$ cat src/rtl/core/psp_pkg.sv
// Package: shared types and constants for the PAT section parser
`timescale 1ns / 1ps

package psp_pkg;

    localparam int unsigned EVQ_DEPTH   = 4;
    localparam int unsigned POS_W       = 13;
    localparam int unsigned LEN_W       = 12;
    localparam int unsigned LEFT_W      = 10;
    localparam int unsigned GATHER_W    = 24;

    localparam logic [POS_W-1:0] POS_TABLE_ID  = 13'd0;
    localparam logic [POS_W-1:0] POS_LEN_HI    = 13'd1;
    localparam logic [POS_W-1:0] POS_LEN_LO    = 13'd2;
    localparam logic [POS_W-1:0] POS_TSID_HI   = 13'd3;
    localparam logic [POS_W-1:0] POS_TSID_LO   = 13'd4;
    localparam logic [POS_W-1:0] POS_VERSION   = 13'd5;
    localparam logic [POS_W-1:0] POS_SECT_NUM  = 13'd6;
    localparam logic [POS_W-1:0] POS_LAST_SECT = 13'd7;

    localparam logic [1:0]       PHASE_LAST    = 2'd3;
    localparam logic [LEN_W-1:0] HDR_MIN_LEN   = 12'd9;

    typedef struct packed {
        logic [15:0] stream_id;
        logic [4:0]  version;
        logic        current_next;
        logic [7:0]  section_index;
        logic [7:0]  final_section_index;
    } t_hdr;

    typedef struct packed {
        logic        has_entry;
        logic        has_end;
        logic        trunc;
        logic [31:0] word;
        t_hdr        hdr;
    } t_event;

    typedef struct packed {
        logic [15:0] prog_num;
        logic [12:0] program_pid;
        t_hdr        hdr;
        logic [31:0] crc_field;
        logic        truncated;
        logic        last;
    } t_result;

endpackage

$ cat src/rtl/core/psp_front.sv
// Front end: byte intake, section header capture and entry framing
`timescale 1ns / 1ps

module psp_front
    import psp_pkg::*;
(
    input  logic         i_clk,
    input  logic         i_rst_n,
    input  logic         i_accept,
    input  logic [7:0]   i_section_byte,
    input  logic         i_section_start,
    input  logic         i_buffer_last,
    output logic         o_ev_valid,
    output t_event       o_ev
);

    logic [POS_W-1:0]    r_pos,    n_pos;
    logic                r_active, n_active;
    logic [LEN_W-1:0]    r_len,    n_len;
    logic [LEFT_W-1:0]   r_left,   n_left;
    t_hdr                r_hdr,    n_hdr;
    logic [GATHER_W-1:0] r_gather, n_gather;

    logic [POS_W-1:0]    c_pos;
    logic                c_active;
    logic [LEN_W-1:0]    c_len;
    logic [LEFT_W-1:0]   c_left;
    t_hdr                c_hdr;
    logic [GATHER_W-1:0] c_gather;
    logic [LEN_W-1:0]    len_full;
    logic [LEN_W-1:0]    len_diff;
    logic [31:0]         word;

    always_ff @(posedge i_clk) begin
        if (!i_rst_n) begin
            r_pos    <= '0;
            r_active <= 1'b0;
            r_len    <= '0;
            r_left   <= '0;
            r_hdr    <= '0;
            r_gather <= '0;
        end else begin
            r_pos    <= n_pos;
            r_active <= n_active;
            r_len    <= n_len;
            r_left   <= n_left;
            r_hdr    <= n_hdr;
            r_gather <= n_gather;
        end
    end

    always_comb begin
        c_pos    = i_section_start ? '0 : r_pos;
        c_active = i_section_start | r_active;
        c_len    = i_section_start ? '0 : r_len;
        c_left   = i_section_start ? '0 : r_left;
        c_hdr    = i_section_start ? '0 : r_hdr;
        c_gather = i_section_start ? '0 : r_gather;
        len_full = {c_len[LEN_W-1:8], i_section_byte};
        len_diff = len_full - HDR_MIN_LEN;
        word     = {c_gather, i_section_byte};

        n_pos    = r_pos;
        n_active = r_active;
        n_len    = r_len;
        n_left   = r_left;
        n_hdr    = r_hdr;
        n_gather = r_gather;
        o_ev     = '0;

        if (i_accept && c_active) begin
            n_active = 1'b1;
            n_len    = c_len;
            n_left   = c_left;
            n_hdr    = c_hdr;
            n_gather = c_gather;
            unique case (c_pos)
                POS_TABLE_ID: begin
                end
                POS_LEN_HI: begin
                    n_len = {i_section_byte[3:0], 8'h00};
                end
                POS_LEN_LO: begin
                    n_len  = len_full;
                    n_left = (len_full < HDR_MIN_LEN) ? '0 : len_diff[LEN_W-1:2];
                end
                POS_TSID_HI:   n_hdr.stream_id[15:8]       = i_section_byte;
                POS_TSID_LO:   n_hdr.stream_id[7:0]        = i_section_byte;
                POS_VERSION: begin
                    n_hdr.version      = i_section_byte[5:1];
                    n_hdr.current_next = i_section_byte[0];
                end
                POS_SECT_NUM:  n_hdr.section_index       = i_section_byte;
                POS_LAST_SECT: n_hdr.final_section_index = i_section_byte;
                default: begin
                    if (c_pos[1:0] == PHASE_LAST) begin
                        o_ev.word = word;
                        n_gather  = '0;
                        if (c_left != '0) begin
                            o_ev.has_entry = 1'b1;
                            n_left         = c_left - 1'b1;
                        end else begin
                            o_ev.has_end = 1'b1;
                            n_active     = 1'b0;
                        end
                    end else begin
                        n_gather = {c_gather[GATHER_W-9:0], i_section_byte};
                    end
                end
            endcase
            n_pos = c_pos + 1'b1;
            if (i_buffer_last && n_active) begin
                o_ev.has_end = 1'b1;
                o_ev.trunc   = 1'b1;
                n_active     = 1'b0;
            end
            o_ev.hdr = n_hdr;
        end
        o_ev_valid = o_ev.has_entry | o_ev.has_end;
    end

endmodule

$ cat src/rtl/core/psp_evq.sv
// Event queue between the front end and the result stage
`timescale 1ns / 1ps

module psp_evq
    import psp_pkg::*;
#(
    parameter int unsigned DEPTH = EVQ_DEPTH
)(
    input  logic   i_clk,
    input  logic   i_rst_n,
    input  logic   i_wr,
    input  t_event i_ev,
    input  logic   i_rd,
    output t_event o_head,
    output logic   o_nonempty,
    output logic   o_full
);

    localparam int unsigned PTR_W = (DEPTH > 1) ? $clog2(DEPTH) : 1;
    localparam int unsigned CNT_W = $clog2(DEPTH + 1);
    localparam logic [PTR_W-1:0] PTR_LAST = PTR_W'(DEPTH - 1);
    localparam logic [CNT_W-1:0] CNT_FULL = CNT_W'(DEPTH);

    t_event           r_mem [DEPTH];
    logic [PTR_W-1:0] r_wr_ptr, n_wr_ptr;
    logic [PTR_W-1:0] r_rd_ptr, n_rd_ptr;
    logic [CNT_W-1:0] r_cnt,    n_cnt;

    always_ff @(posedge i_clk) begin
        if (i_wr) begin
            r_mem[r_wr_ptr] <= i_ev;
        end
    end

    always_ff @(posedge i_clk) begin
        if (!i_rst_n) begin
            r_wr_ptr <= '0;
            r_rd_ptr <= '0;
            r_cnt    <= '0;
        end else begin
            r_wr_ptr <= n_wr_ptr;
            r_rd_ptr <= n_rd_ptr;
            r_cnt    <= n_cnt;
        end
    end

    always_comb begin
        n_wr_ptr = r_wr_ptr;
        n_rd_ptr = r_rd_ptr;
        n_cnt    = r_cnt;
        if (i_wr) begin
            n_wr_ptr = (r_wr_ptr == PTR_LAST) ? '0 : r_wr_ptr + 1'b1;
        end
        if (i_rd) begin
            n_rd_ptr = (r_rd_ptr == PTR_LAST) ? '0 : r_rd_ptr + 1'b1;
        end
        if (i_wr && !i_rd) begin
            n_cnt = r_cnt + 1'b1;
        end else if (!i_wr && i_rd) begin
            n_cnt = r_cnt - 1'b1;
        end
    end

    assign o_head     = r_mem[r_rd_ptr];
    assign o_nonempty = (r_cnt != '0);
    assign o_full     = (r_cnt == CNT_FULL);

endmodule

$ cat src/rtl/core/psp_back.sv
// Result stage: expands queued events into result words
`timescale 1ns / 1ps

module psp_back
    import psp_pkg::*;
(
    input  logic    i_clk,
    input  logic    i_rst_n,
    input  t_event  i_head,
    input  logic    i_nonempty,
    output logic    o_q_rd,
    input  logic    i_pop,
    output logic    o_valid,
    output t_result o_res
);

    logic    r_valid, n_valid;
    logic    r_sub,   n_sub;
    t_result r_res,   n_res;
    logic    take;

    always_ff @(posedge i_clk) begin
        if (!i_rst_n) begin
            r_valid <= 1'b0;
            r_sub   <= 1'b0;
        end else begin
            r_valid <= n_valid;
            r_sub   <= n_sub;
        end
    end

    always_ff @(posedge i_clk) begin
        r_res <= n_res;
    end

    always_comb begin
        take    = !r_valid || i_pop;
        n_valid = r_valid;
        n_sub   = r_sub;
        n_res   = r_res;
        o_q_rd  = 1'b0;
        if (take) begin
            n_valid = i_nonempty;
            if (i_nonempty) begin
                n_res     = '0;
                n_res.hdr = i_head.hdr;
                if (i_head.has_entry && !r_sub) begin
                    n_res.prog_num    = i_head.word[31:16];
                    n_res.program_pid = i_head.word[12:0];
                    if (i_head.has_end) begin
                        n_sub = 1'b1;
                    end else begin
                        o_q_rd = 1'b1;
                    end
                end else begin
                    n_res.crc_field = i_head.trunc ? '0 : i_head.word;
                    n_res.truncated = i_head.trunc;
                    n_res.last      = 1'b1;
                    n_sub           = 1'b0;
                    o_q_rd          = 1'b1;
                end
            end
        end
    end

    assign o_valid = r_valid;
    assign o_res   = r_res;

endmodule

$ cat src/rtl/core/pat_section_parser.sv
// Top level: program association section parser
// A byte's event is queued when accepted and later registered by the result stage.
// Throughput: one byte per cycle while full is low; one result word per cycle while
//   pop allows, so a byte that yields an entry and a truncated end gives two words.
// The event queue (QUEUE_DEPTH words) absorbs output stalls before full rises.
// Reset: synchronous active low; clears parser state, queue and output stage.
`timescale 1ns / 1ps

module pat_section_parser
    import psp_pkg::*;
#(
    parameter int unsigned QUEUE_DEPTH = EVQ_DEPTH
)(
    input  logic        i_clk,
    input  logic        i_rst_n,
    input  logic        push,
    output logic        full,
    input  logic [7:0]  i_section_byte,
    input  logic        i_section_start,
    input  logic        i_buffer_last,
    output logic        empty,
    input  logic        pop,
    output logic [15:0] o_prog_num,
    output logic [12:0] o_program_pid,
    output logic [15:0] o_stream_id,
    output logic [4:0]  o_version,
    output logic        o_current_next,
    output logic [7:0]  o_section_index,
    output logic [7:0]  o_final_section_index,
    output logic [31:0] o_crc_field,
    output logic        o_truncated,
    output logic        o_last
);

    logic    accept;
    logic    ev_valid;
    t_event  ev;
    t_event  head;
    logic    nonempty;
    logic    q_full;
    logic    q_rd;
    logic    res_valid;
    t_result res;

    assign accept = push && !q_full;
    assign full   = q_full;

    psp_front u_front (
        .i_clk           (i_clk),
        .i_rst_n         (i_rst_n),
        .i_accept        (accept),
        .i_section_byte  (i_section_byte),
        .i_section_start (i_section_start),
        .i_buffer_last   (i_buffer_last),
        .o_ev_valid      (ev_valid),
        .o_ev            (ev)
    );

    psp_evq #(
        .DEPTH (QUEUE_DEPTH)
    ) u_evq (
        .i_clk      (i_clk),
        .i_rst_n    (i_rst_n),
        .i_wr       (ev_valid),
        .i_ev       (ev),
        .i_rd       (q_rd),
        .o_head     (head),
        .o_nonempty (nonempty),
        .o_full     (q_full)
    );

    psp_back u_back (
        .i_clk      (i_clk),
        .i_rst_n    (i_rst_n),
        .i_head     (head),
        .i_nonempty (nonempty),
        .o_q_rd     (q_rd),
        .i_pop      (pop),
        .o_valid    (res_valid),
        .o_res      (res)
    );

    assign empty                 = !res_valid;
    assign o_prog_num            = res.prog_num;
    assign o_program_pid         = res.program_pid;
    assign o_stream_id           = res.hdr.stream_id;
    assign o_version             = res.hdr.version;
    assign o_current_next        = res.hdr.current_next;
    assign o_section_index       = res.hdr.section_index;
    assign o_final_section_index = res.hdr.final_section_index;
    assign o_crc_field           = res.crc_field;
    assign o_truncated           = res.truncated;
    assign o_last                = res.last;

endmodule

$ cat config.mk
export PLATFORM = sky130hd
export DESIGN_NAME = pat_section_parser
export DESIGN_NICKNAME = d
export VERILOG_FILES = /design/src/rtl/core/psp_pkg.sv /design/src/rtl/core/psp_front.sv /design/src/rtl/core/psp_evq.sv /design/src/rtl/core/psp_back.sv /design/src/rtl/core/pat_section_parser.sv
export SDC_FILE = /design/constraint.sdc
export NUM_CORES = 1
export LEC_CHECK = 0
export BUFFER_PORTS_ARGS = -buffer_cell sky130_fd_sc_hd__clkbuf_2
export CORE_MARGIN = 3
export CORE_UTILIZATION = 65
export DETAILED_ROUTE_END_ITERATION = 7
export GPL_TIMING_DRIVEN = 1
export PLACE_DENSITY_LB_ADDON = 0.25
export SLEW_MARGIN = 5
export SYNTH_ARGS = -nofsm -noshare
export SYNTH_HDL_FRONTEND = slang
export SYNTH_SLANG_ARGS = --single-unit
$ cat constraint.sdc
create_clock -name i_clk -period 14.4 [get_ports i_clk]
set_clock_uncertainty 0.15 [all_clocks]
set_input_delay 0.72 -clock i_clk [delete_from_list [all_inputs] [get_ports i_clk]]
set_output_delay 0.72 -clock i_clk [all_outputs]
set_load 0.01 [all_outputs]
Yosys cells after proc, flatten, opt, wreduce, memory -nomap -nowiden

Memory sizes are Yosys's and may differ from the RTL's. A register that Yosys moved wholly into a read port is not among the register bits.
Cells that the tools add are included.

Bits in registers: 200
RAM bits: 292
Input bits: 14
Output and inout port bits: 103
Memories kept: 1

Memories:

| name        | words | width | rd ports | clocked after memory_dff | write ports | line          | source |
|---|---|---|---|---|---|---|---|
| u_evq.r_mem | 4     | 73    | 1        | 1                        | 1           | psp_evq.sv:24 | `t_event r_mem [DEPTH];` |

Add/sub/neg operators: 7
$lt $le $gt $ge: 1
Equality and inequality tests: 12
Multiplexer cells: 44
Bitwise logic cells: 2
Reduce and logical (&&, ||, !) cells: 21

Operators by type and width:

| operator                                            | number |
|---|---|
| two-way mux 73 bit                                  | 1 |
| two-way mux 24 bit                                  | 3 |
| two-way mux 32 bit                                  | 2 |
| == test 13 x 3 -> 1 bit, second input constant      | 4 |
| two-way mux 10 bit                                  | 4 |
| two-way mux 38 bit                                  | 1 |
| two-way mux 8 bit                                   | 4 |
| == test 13 x 2 -> 1 bit, second input constant      | 2 |
| one-hot mux 12 bit (2 select lines)                 | 1 |
| one-hot mux 10 bit (2 select lines)                 | 1 |
| two-way mux 1 bit                                   | 15 |
| two-way mux 2 bit                                   | 7 |
| adder 13 x 1 -> 13 bit, second input constant       | 1 |
| == test 13 x 1 -> 1 bit, second input constant      | 1 |
| logical NOT 13 bit                                  | 1 |
| two-way mux 13 bit                                  | 1 |
| < comparator 12 x 4 -> 1 bit, second input constant | 1 |
| two-way mux 12 bit                                  | 1 |
| subtractor 12 x 4 -> 12 bit, second input constant  | 1 |
| nonzero test 10 bit                                 | 1 |
| subtractor 10 x 1 -> 10 bit, second input constant  | 1 |
| OR reduction 8 bit                                  | 1 |
| OR reduction 7 bit                                  | 1 |
| == test 2 bit, second input constant                | 3 |
| 16 further kinds                                    | 28 |

Longest topological paths before layout

Gate-level depths: netlist of run 1.

Depth after elaboration: 14
Gate-level depth with buffers: 12
Mapped depth without buffers: 10

Modules after synthesis

Synthesis of run 1 repeated with hierarchy kept, for this count alone.

Cell total of the unflattened synthesis: 1255
Area total of the unflattened synthesis: 19702.6 sq um

By module, submodules not included:

| module             | instances | cells an instance | area an instance (sq um) | seq. area each (sq um) |
|---|---|---|---|---|
| psp_evq            | 1         | 425               | 11066.9                  | 8948.6 |
| psp_front          | 1         | 646               | 4948.5                   | 1801.7 |
| psp_back           | 1         | 182               | 3669.8                   | 3072.9 |
| pat_section_parser | 1         | 2                 | 17.5                     | 0.0 |

Least setup slack after synthesis of run 1

No wires, ideal clock.

Path kind: input port to flip-flop
Start: input port pop
End: register u_evq.r_cnt[2]
Library setup time: 0.071 ns
Arrival: 7.896 ns
Data required time: 14.179 ns
Slack: 6.284 ns
Stages on the path: 9
Cells stage by stage: inv_1 -> a21oi_1 -> o21ai_1 -> ha_1 -> inv_1 -> fa_1 -> xor2_1 -> or3_1 -> a21oi_1

Word-level cells in the longest chain between the ends: 5

RTL lines:

| what                                                           | line                     | source |
|---|---|---|
| start: declaration                                             | pat_section_parser.sv:22 | `input logic pop,` |
| logical OR 1 bit (*)                                           | psp_back.sv:37           | `take = !r_valid \|\| i_pop;` |
| two-way mux 1 bit (*)                                          | psp_back.sv:42           | `if (take) begin` |
| logical NOT 1 bit                                              | psp_evq.sv:57            | `if (i_wr && !i_rd) begin` |
| logical AND 1 bit                                              | psp_evq.sv:57            |  |
| two-way mux 3 bit / nonzero test 2 bit (equally long branches) | -                        |  |
| end signal: assignment                                         | psp_evq.sv:43            | `r_cnt <= n_cnt;` |
| end: declaration                                               | psp_evq.sv:27            | `logic [CNT_W-1:0] r_cnt, n_cnt;` |

Every way passes the cells marked *; elsewhere a longest branch is shown, timed or not.
A chain may end at the register's enable or synchronous reset.

Worst setup path in the final report of run 1

Start: input port i_section_start
End: memory u_evq.r_mem[3][5] (netlist name) (enable)

Word-level cells in the longest chain between the ends: 12

RTL lines:

| what                                                                       | line                     | source |
|---|---|---|
| start: declaration                                                         | pat_section_parser.sv:19 | `input logic i_section_start,` |
| parallel branches: the longest is 8 deep, another holds two-way mux 13 bit | -                        |  |
| two-way mux 73 bit (*)                                                     | psp_front.sv:71          | `if (i_accept && c_active) begin` |
| bitwise OR 1 bit (*)                                                       | psp_front.sv:119         | `o_ev_valid = o_ev.has_entry \| o_ev.has_end;` |
| net ev_valid                                                               | pat_section_parser.sv:36 | `logic ev_valid;` |
| two-way mux 1 bit (*)                                                      | psp_evq.sv:30            | `if (i_wr) begin` |
| two-way mux 1 bit (not written as such) (*)                                | psp_evq.sv:31            | `r_mem[r_wr_ptr] <= i_ev;` |
| end: declaration                                                           | psp_evq.sv:24            |  |

Mark *: on every way through the listed nets, which the timed path passes. The select of a mux whose other input is x is not followed.

==> run_results.csv, run 1 <==
group,metric,value,unit
status,outcome,"completed",
final_layout,fill_cells,1725,
global_route,track_usage,0.259,
worst_setup_path,cp_slowest_stage_delay,0.72,ns
synthesis,ys_async_sr_fraction,0,
synthesis,synth_edf_count,393,
global_route,grt_max_degree,74,
worst_setup_path,cp-start-kind,"primary input",
die,die_y,179,microns
placement,place_congestion,0.902,
worst_setup_path,cp.required,14.43,ns
synthesis,yosysTopAreaCellShare,0.607,
worst_setup_path,worst-path-buf-inv,3,
detailed_routing,drt_wl_total,40500,microns
clock_tree,cts_tree,"done",
sta,min_period,3.93,ns
detailed_routing,vias,11300,
synthesis,ys_types,73,
worst_setup_path,crit_slowest_cell,"and2_2",
worst_setup_path,worstSetupPathType,"primary input to flop",
die,io-pin-count,117,
detailed_routing,wl_per_cell,23.0,microns
synthesis,synth_area_leaders,"edfxtp_1 (61%), dfxtp_1 (10%), mux4_2 (8.5%)",
synthesis,ys_ff_latch,494,
detailed_routing,drc_errors,0,
sta,hold_violations,0,
job,cap_violations,0,
sta,fmax,255,MHz
sta,drv_slew,0,
synthesis,syn-cell-area,19400,sq um
placement,port_buffers,116,
synthesis,synth.avg_cell_area,15.8,sq um
clock_tree,numClockSinks,494,
final_layout,final_cell_mix,"edfxtp_1 (393), clkbuf_2 (116), dfxtp_1 (99)",
synthesis,ys.flop_type,"edfxtp_1",
synthesis,syn_nets,1252,
final_layout,multiInputGateArea,5290,sq um
synthesis,synthCells,1230,
die,row_count,62,
detailed_routing,first_pass_iters,5,
power_and_ir_drop,power_density,176,nW/um^2
die,core,29100,sq um
global_route,grt_pass1_wl,63800,microns
detailed_routing,ant_nets,0,
worst_setup_path,cp_cell_sequence,"clkbuf_2, o21ai_0, nand2b_1, buf_4, nor2_1, and2_2, buf_4",
final_layout,area_delta_synth_final,13.1,%
sta,rsz0062_at_grt,"no",
sta,period_share,0.273,
synthesis,yosysWarningCount,0,
global_route,antenna_found_initial,0,
power_and_ir_drop,peakVddDrop,0.220,mV
min_path,hold_class,"primary input to flop",
clock_tree,clock_latency,0.56,ns
die,die-area,32000,sq um
worst_setup_path,cp-end-kind,"flop",
clock_tree,cts_buffers,48,
final_layout,drive_gt1_frac,0.228,
clock_tree,cts_resized,0,
die,die_x,179,microns
final_layout,seq_area,13800,sq um
clock_tree,postCtsHoldBufs,0,
clock_tree,cts_setup_buffers,0,
placement,hpwl,23300,microns
sta,hold_slack,0.324,ns
sta,setup_tns,0,ns
global_route,grt_pass1_vias,11200,
sta,slew_headroom,0.230,
power_and_ir_drop,p_leak,7.42,nW
synthesis,ys_seq_area_frac,0.711,
final_layout,final_common_cell,"edfxtp_1",
detailed_routing,via_per_inst,6.40,
clock_tree,clock_path_buffers,3,
die,start_util,0.668,
detailed_routing,drt-initial-drc-count,1218,
worst_setup_path,crit_arrival,3.96,ns
final_layout,fin_nets,1357,
worst_setup_path,crit_path_frequent_cell,"buf_4",
final_layout,antenna-diode-count,0,
clock_tree,htreeDepth,2,
worst_setup_path,critPathMaxFanout,52,
synthesis,yosys.area.top_type,"edfxtp_1",
global_route,grt-ovfl-total,0,
sta,worst_pin_slew,1.15,ns
clock_tree,clk_pin_slew,0.06,ns
clock_tree,cts_root_buffer,"clkbuf_16",
worst_setup_path,crit_family,"buffers and inverters",
sta,finalSetupViolCount,0,
==> final timing paths <==
path / startpoint / end / slack (ns) / depth (start not counted)
setup / recovery: i_section_start / u_evq.r_mem[3][5] / 10.47 / 7
hold / removal: pop / u_back.o_valid / 0.32 / 4
setup reg to reg: flop / u_evq.r_cnt[2] / 10.60 / 11
hold reg to reg: u_front.r_gather[21] / u_front.r_gather[21] / 0.32 / 1
==> per-stage QoR <==
step           instances  setup WS, ns  utilization  cell area (sq um)  power, mW
6_report            1759         10.47        0.755              22000       3.87
3_3_place_gp        1669          9.99        0.699              20300       2.63
5_1_grt             1759         10.25        0.755              22000       4.04
2_1_floorplan       1230          6.28            -              19400       2.41
4_1_cts             1759         10.50        0.755              22000       3.90
3_5_place_dp        1669          9.95        0.699              20300       2.66
==> cell type report <==
type / instances / share of cell area
well taps: 384 / 0.0219
flip-flops and latches: 494 / 0.629
clock inverters: 15 / 0.00666
clock buffers: 75 / 0.0677
multi-input cells: 649 / 0.241
repair buffers: 131 / 0.0316
inverters: 11 / 0.00188
==> cell families (layout without fill, tap and decap cells) <==
kind of cell             Yosys count  after routing  share of synthesized area
AO/OA/AOI/OAI                    184            184                     0.0678
flip-flops                       494            494                      0.711
AND/OR/NAND/NOR                  368            368                      0.105
adder cells (fa/ha/maj)            8              8                    0.00554
multiplexers                      83             83                     0.0901
XOR/XNOR                           6              6                    0.00270
buffers and inverters             87            232                     0.0178
==> cells in the mapped netlist, drive strengths merged (2+ instances only) <==
library cell / n
nand4: 7
o21a: 2
or4b: 3
and4: 3
nor3: 17
a31oi: 5
nand3b: 3
clkbuf: 59
o41ai: 2
nand2: 74
dfxtp: 101
nor4: 9
xor2: 5
or2: 3
and2: 73
a2111oi: 2
a21o: 2
ha: 7
o311ai: 2
buf: 17
a21oi: 56
o31ai: 3
mux4: 73
a221oi: 5
mux2i: 5
a22o: 48
or4: 7
or3: 8
edfxtp: 393
nor3b: 3
mux2: 5
nand4b: 4
nor2: 55
a311oi: 3
inv: 11
a211o: 2
o211ai: 5
nand3: 55
a41o: 3
nand2b: 4
o21ai: 17
and3: 3
nor2b: 32
a22oi: 19
==> per-layer routing <==
layer	part of all wire	vias to the layer above	track usage
met5	0	-	0
met4	0.029	0	0.0821
met3	0.069	90	0.0356
met2	0.48	525	0.409
met1	0.42	5650	0.384
li1	-	4996	-
==> report_power, final <==
part | internal [mW] | switching (mW) | total [mW]
registers | 1.79 | 0.0704 | 1.87
clock network | 0.733 | 0.518 | 1.25
logic | 0.303 | 0.450 | 0.753
total | 2.83 | 1.04 | 3.87
==> sequential cells by signal, indices dropped and copies added, names as in the netlist, named ones only <==
signal / count
u_evq.r_mem: 292
u_back.o_res: 101
u_front.r_hdr: 38
u_front.r_gather: 24
u_front.r_pos: 13
u_front.r_left: 10
u_front.r_len: 4
u_evq.r_cnt: 3
u_evq.r_rd_ptr: 2
u_evq.r_wr_ptr: 2
u_back.o_valid: 1
u_back.r_sub: 1
u_front.r_active: 1
==> worst min-delay path: stages <==
cell      delay [ns]
clkbuf_2        0.07
inv_1           0.06
nand2_1         0.07
a21oi_1         0.05
Power figures use the tool's default switching activity.
==> run 2, diff against run 1 <==
--- a/config.mk
+++ b/config.mk
@@ -7,7 +7,7 @@
 export LEC_CHECK = 0
 export BUFFER_PORTS_ARGS = -buffer_cell sky130_fd_sc_hd__clkbuf_2
 export CORE_MARGIN = 3
-export CORE_UTILIZATION = 65
+export CORE_UTILIZATION = 60
 export DETAILED_ROUTE_END_ITERATION = 7
 export GPL_TIMING_DRIVEN = 1
 export PLACE_DENSITY_LB_ADDON = 0.25
==> constraint.sdc (replaced) <==
create_clock -name i_clk -period 3.8 [get_ports i_clk]
set_clock_uncertainty 0.15 [all_clocks]
set_input_delay 0.19 -clock i_clk [delete_from_list [all_inputs] [get_ports i_clk]]
set_output_delay 0.19 -clock i_clk [all_outputs]
set_load 0.01 [all_outputs]
==> run 2 against run 1 <==
Core utilization is 5.7 points lower. Clock power rose to 3.8 times the previous value. Count of clock-buffer cells in the layout shrank 2. Wire length down 2.4%. Final area is 0.84% higher. Global-route usage shrank 2.6 points. Largest cell class unchanged.
==> run_results.csv, run 2 (synthesis results as in run 1) <==
group,metric,value,unit
status,outcome,"completed",
global_route,grt_util_met1,0.348,
global_route,grt-ovfl-total,0,
die,start_util,0.613,
worst_setup_path,critPathMaxFanout,17,
clock_tree,cts_tree,"done",
clock_tree,clock_latency,0.55,ns
sta,finalSetupViolCount,0,
detailed_routing,drt-initial-drc-count,937,
global_route,antenna_found_initial,0,
sta,fmax,310,MHz
final_layout,largest-register,"u_evq.r_mem",
sta,min_period,3.23,ns
final_layout,fin_nets,1372,
worst_setup_path,cp_cell_sequence,"and3b_1, a21oi_1, nor2_1, ha_2, inv_2, fa_2, xor2_1, or3_1, a21oi_1",
sta,period_share,0.850,
sta,slew_headroom,0.371,
final_layout,largest_reg_flops,292,
die,core,31700,sq um
global_route,busiest_layer,"met2",
power_and_ir_drop,peakVddDrop,0.485,mV
worst_setup_path,cp-end-kind,"flop",
final_layout,area_delta_synth_final,14.0,%
sta,hold_violations,0,
final_layout,drive_gt1_frac,0.236,
worst_setup_path,crit_path_frequent_cell,"a21oi_1",
worst_setup_path,crit_arrival,3.56,ns
final_layout,final_cell_mix,"edfxtp_1 (393), clkbuf_2 (116), dfxtp_1 (96)",
worst_setup_path,cp_slowest_stage_delay,0.66,ns
die,die_x,186,microns
detailed_routing,via_per_inst,6.18,
worst_setup_path,crit_slowest_cell,"dfxtp_1",
detailed_routing,drc_errors,0,
global_route,grt_max_degree,57,
clock_tree,numClockSinks,494,
detailed_routing,wl_per_cell,22.0,microns
detailed_routing,vias,11100,
detailed_routing,drt_wl_total,39500,microns
power_and_ir_drop,p_leak,7.48,nW
detailed_routing,first_pass_iters,5,
global_route,grt_pass1_wl,62300,microns
clock_tree,clock_path_buffers,3,
clock_tree,cts_root_buffer,"clkbuf_16",
final_layout,fin_util,0.698,
worst_setup_path,worstSetupPathType,"flop to flop",
placement,place_congestion,0.889,
power_and_ir_drop,finalPower,14.7,mW
sta,drv_slew,0,
detailed_routing,ant_nets,0,
clock_tree,cts_buffers,48,
global_route,track_usage,0.233,
global_route,grtUsageMet2,0.366,
die,die_y,186,microns
worst_setup_path,cp-start-kind,"flop",
power_and_ir_drop,power_density,663,nW/um^2
placement,port_buffers,116,
final_layout,final_common_cell,"edfxtp_1",
die,die-area,34600,sq um
global_route,grtUsageMet3,0.0375,
die,row_count,65,
sta,worst_pin_slew,0.944,ns
clock_tree,htreeDepth,2,
worst_setup_path,cp.required,4.13,ns
clock_tree,cts_resized,0,
sta,rsz0062_at_grt,"no",
job,cap_violations,0,
min_path,hold_class,"primary input to flop",
global_route,grt_pass1_vias,11100,
placement,hpwl,23500,microns
clock_tree,clk_pin_slew,0.06,ns
die,io-pin-count,117,
## run 2: path summary, 6_finish.rpt
kind | startpoint | end | slack, ns | cells past startpoint
worst min register to register | u_front.r_gather[16] | u_front.r_gather[16] | 0.32 | 1
worst min-delay path | i_section_byte[7] | u_front.r_hdr[7] | 0.1 | 2
worst max register to register | u_front.r_pos[1] | u_evq.r_cnt[2] | 0.57 | 9
worst max-delay path | u_front.r_pos[1] | u_evq.r_cnt[2] | 0.57 | 9
## run 2: final cells by class
cell class	count	area (sq um)
diodes	1	2.50
multi-input cells	649	5300
flip-flops and latches	494	13800
well taps	402	503
clock inverters	17	201
fillers	2053	9570
repair buffers	146	878
clock buffers	73	1400
inverters	11	41.3
## run 2: what timing repair did
item | CTS | global route
hold buffers | 4 | 0
endpoints found under the hold margin | 10 | 0
buffers inserted | 0 | 0
## run 2: worst max-delay path, delay by kind of cell, from the launching register on
family	cells	cell delay (ns)
and+or+nand+nor	3	1.21
adders and majority gates	2	0.68
DFF	1	0.66
AOI/OAI and AO/OA	2	0.24
xor gates and xnor gates	1	0.17
buffers and inverters	1	0.05
## run 2: metal layers
metal / part of all wire / up-vias
met3: 0.063 / 63
li1: - / 5026
met4: 0.020 / 0
met5: 0 / -
met2: 0.48 / 407
met1: 0.44 / 5588
## run 2: through the flow
stage	hold slack, ns	TNS [ns]	instance area, sq um	instances	worst slack (ns)
6_report	0.0985	0	22200	1793	0.570
3_5_place_dp	0.299	0	20500	1698	0.645
2_1_floorplan	0.247	-0.0294	19500	1230	-0.0294
5_1_grt	0.0946	0	22200	1792	0.307
4_1_cts	0.0647	0	22200	1792	0.622
3_3_place_gp	0.299	0	20500	1698	0.725
## run 2: power by group
part / internal, mW / switching (mW) / total, mW
combinational: 1.17 / 1.74 / 2.92
clock: 2.82 / 1.93 / 4.74
sequential: 6.80 / 0.230 / 7.03
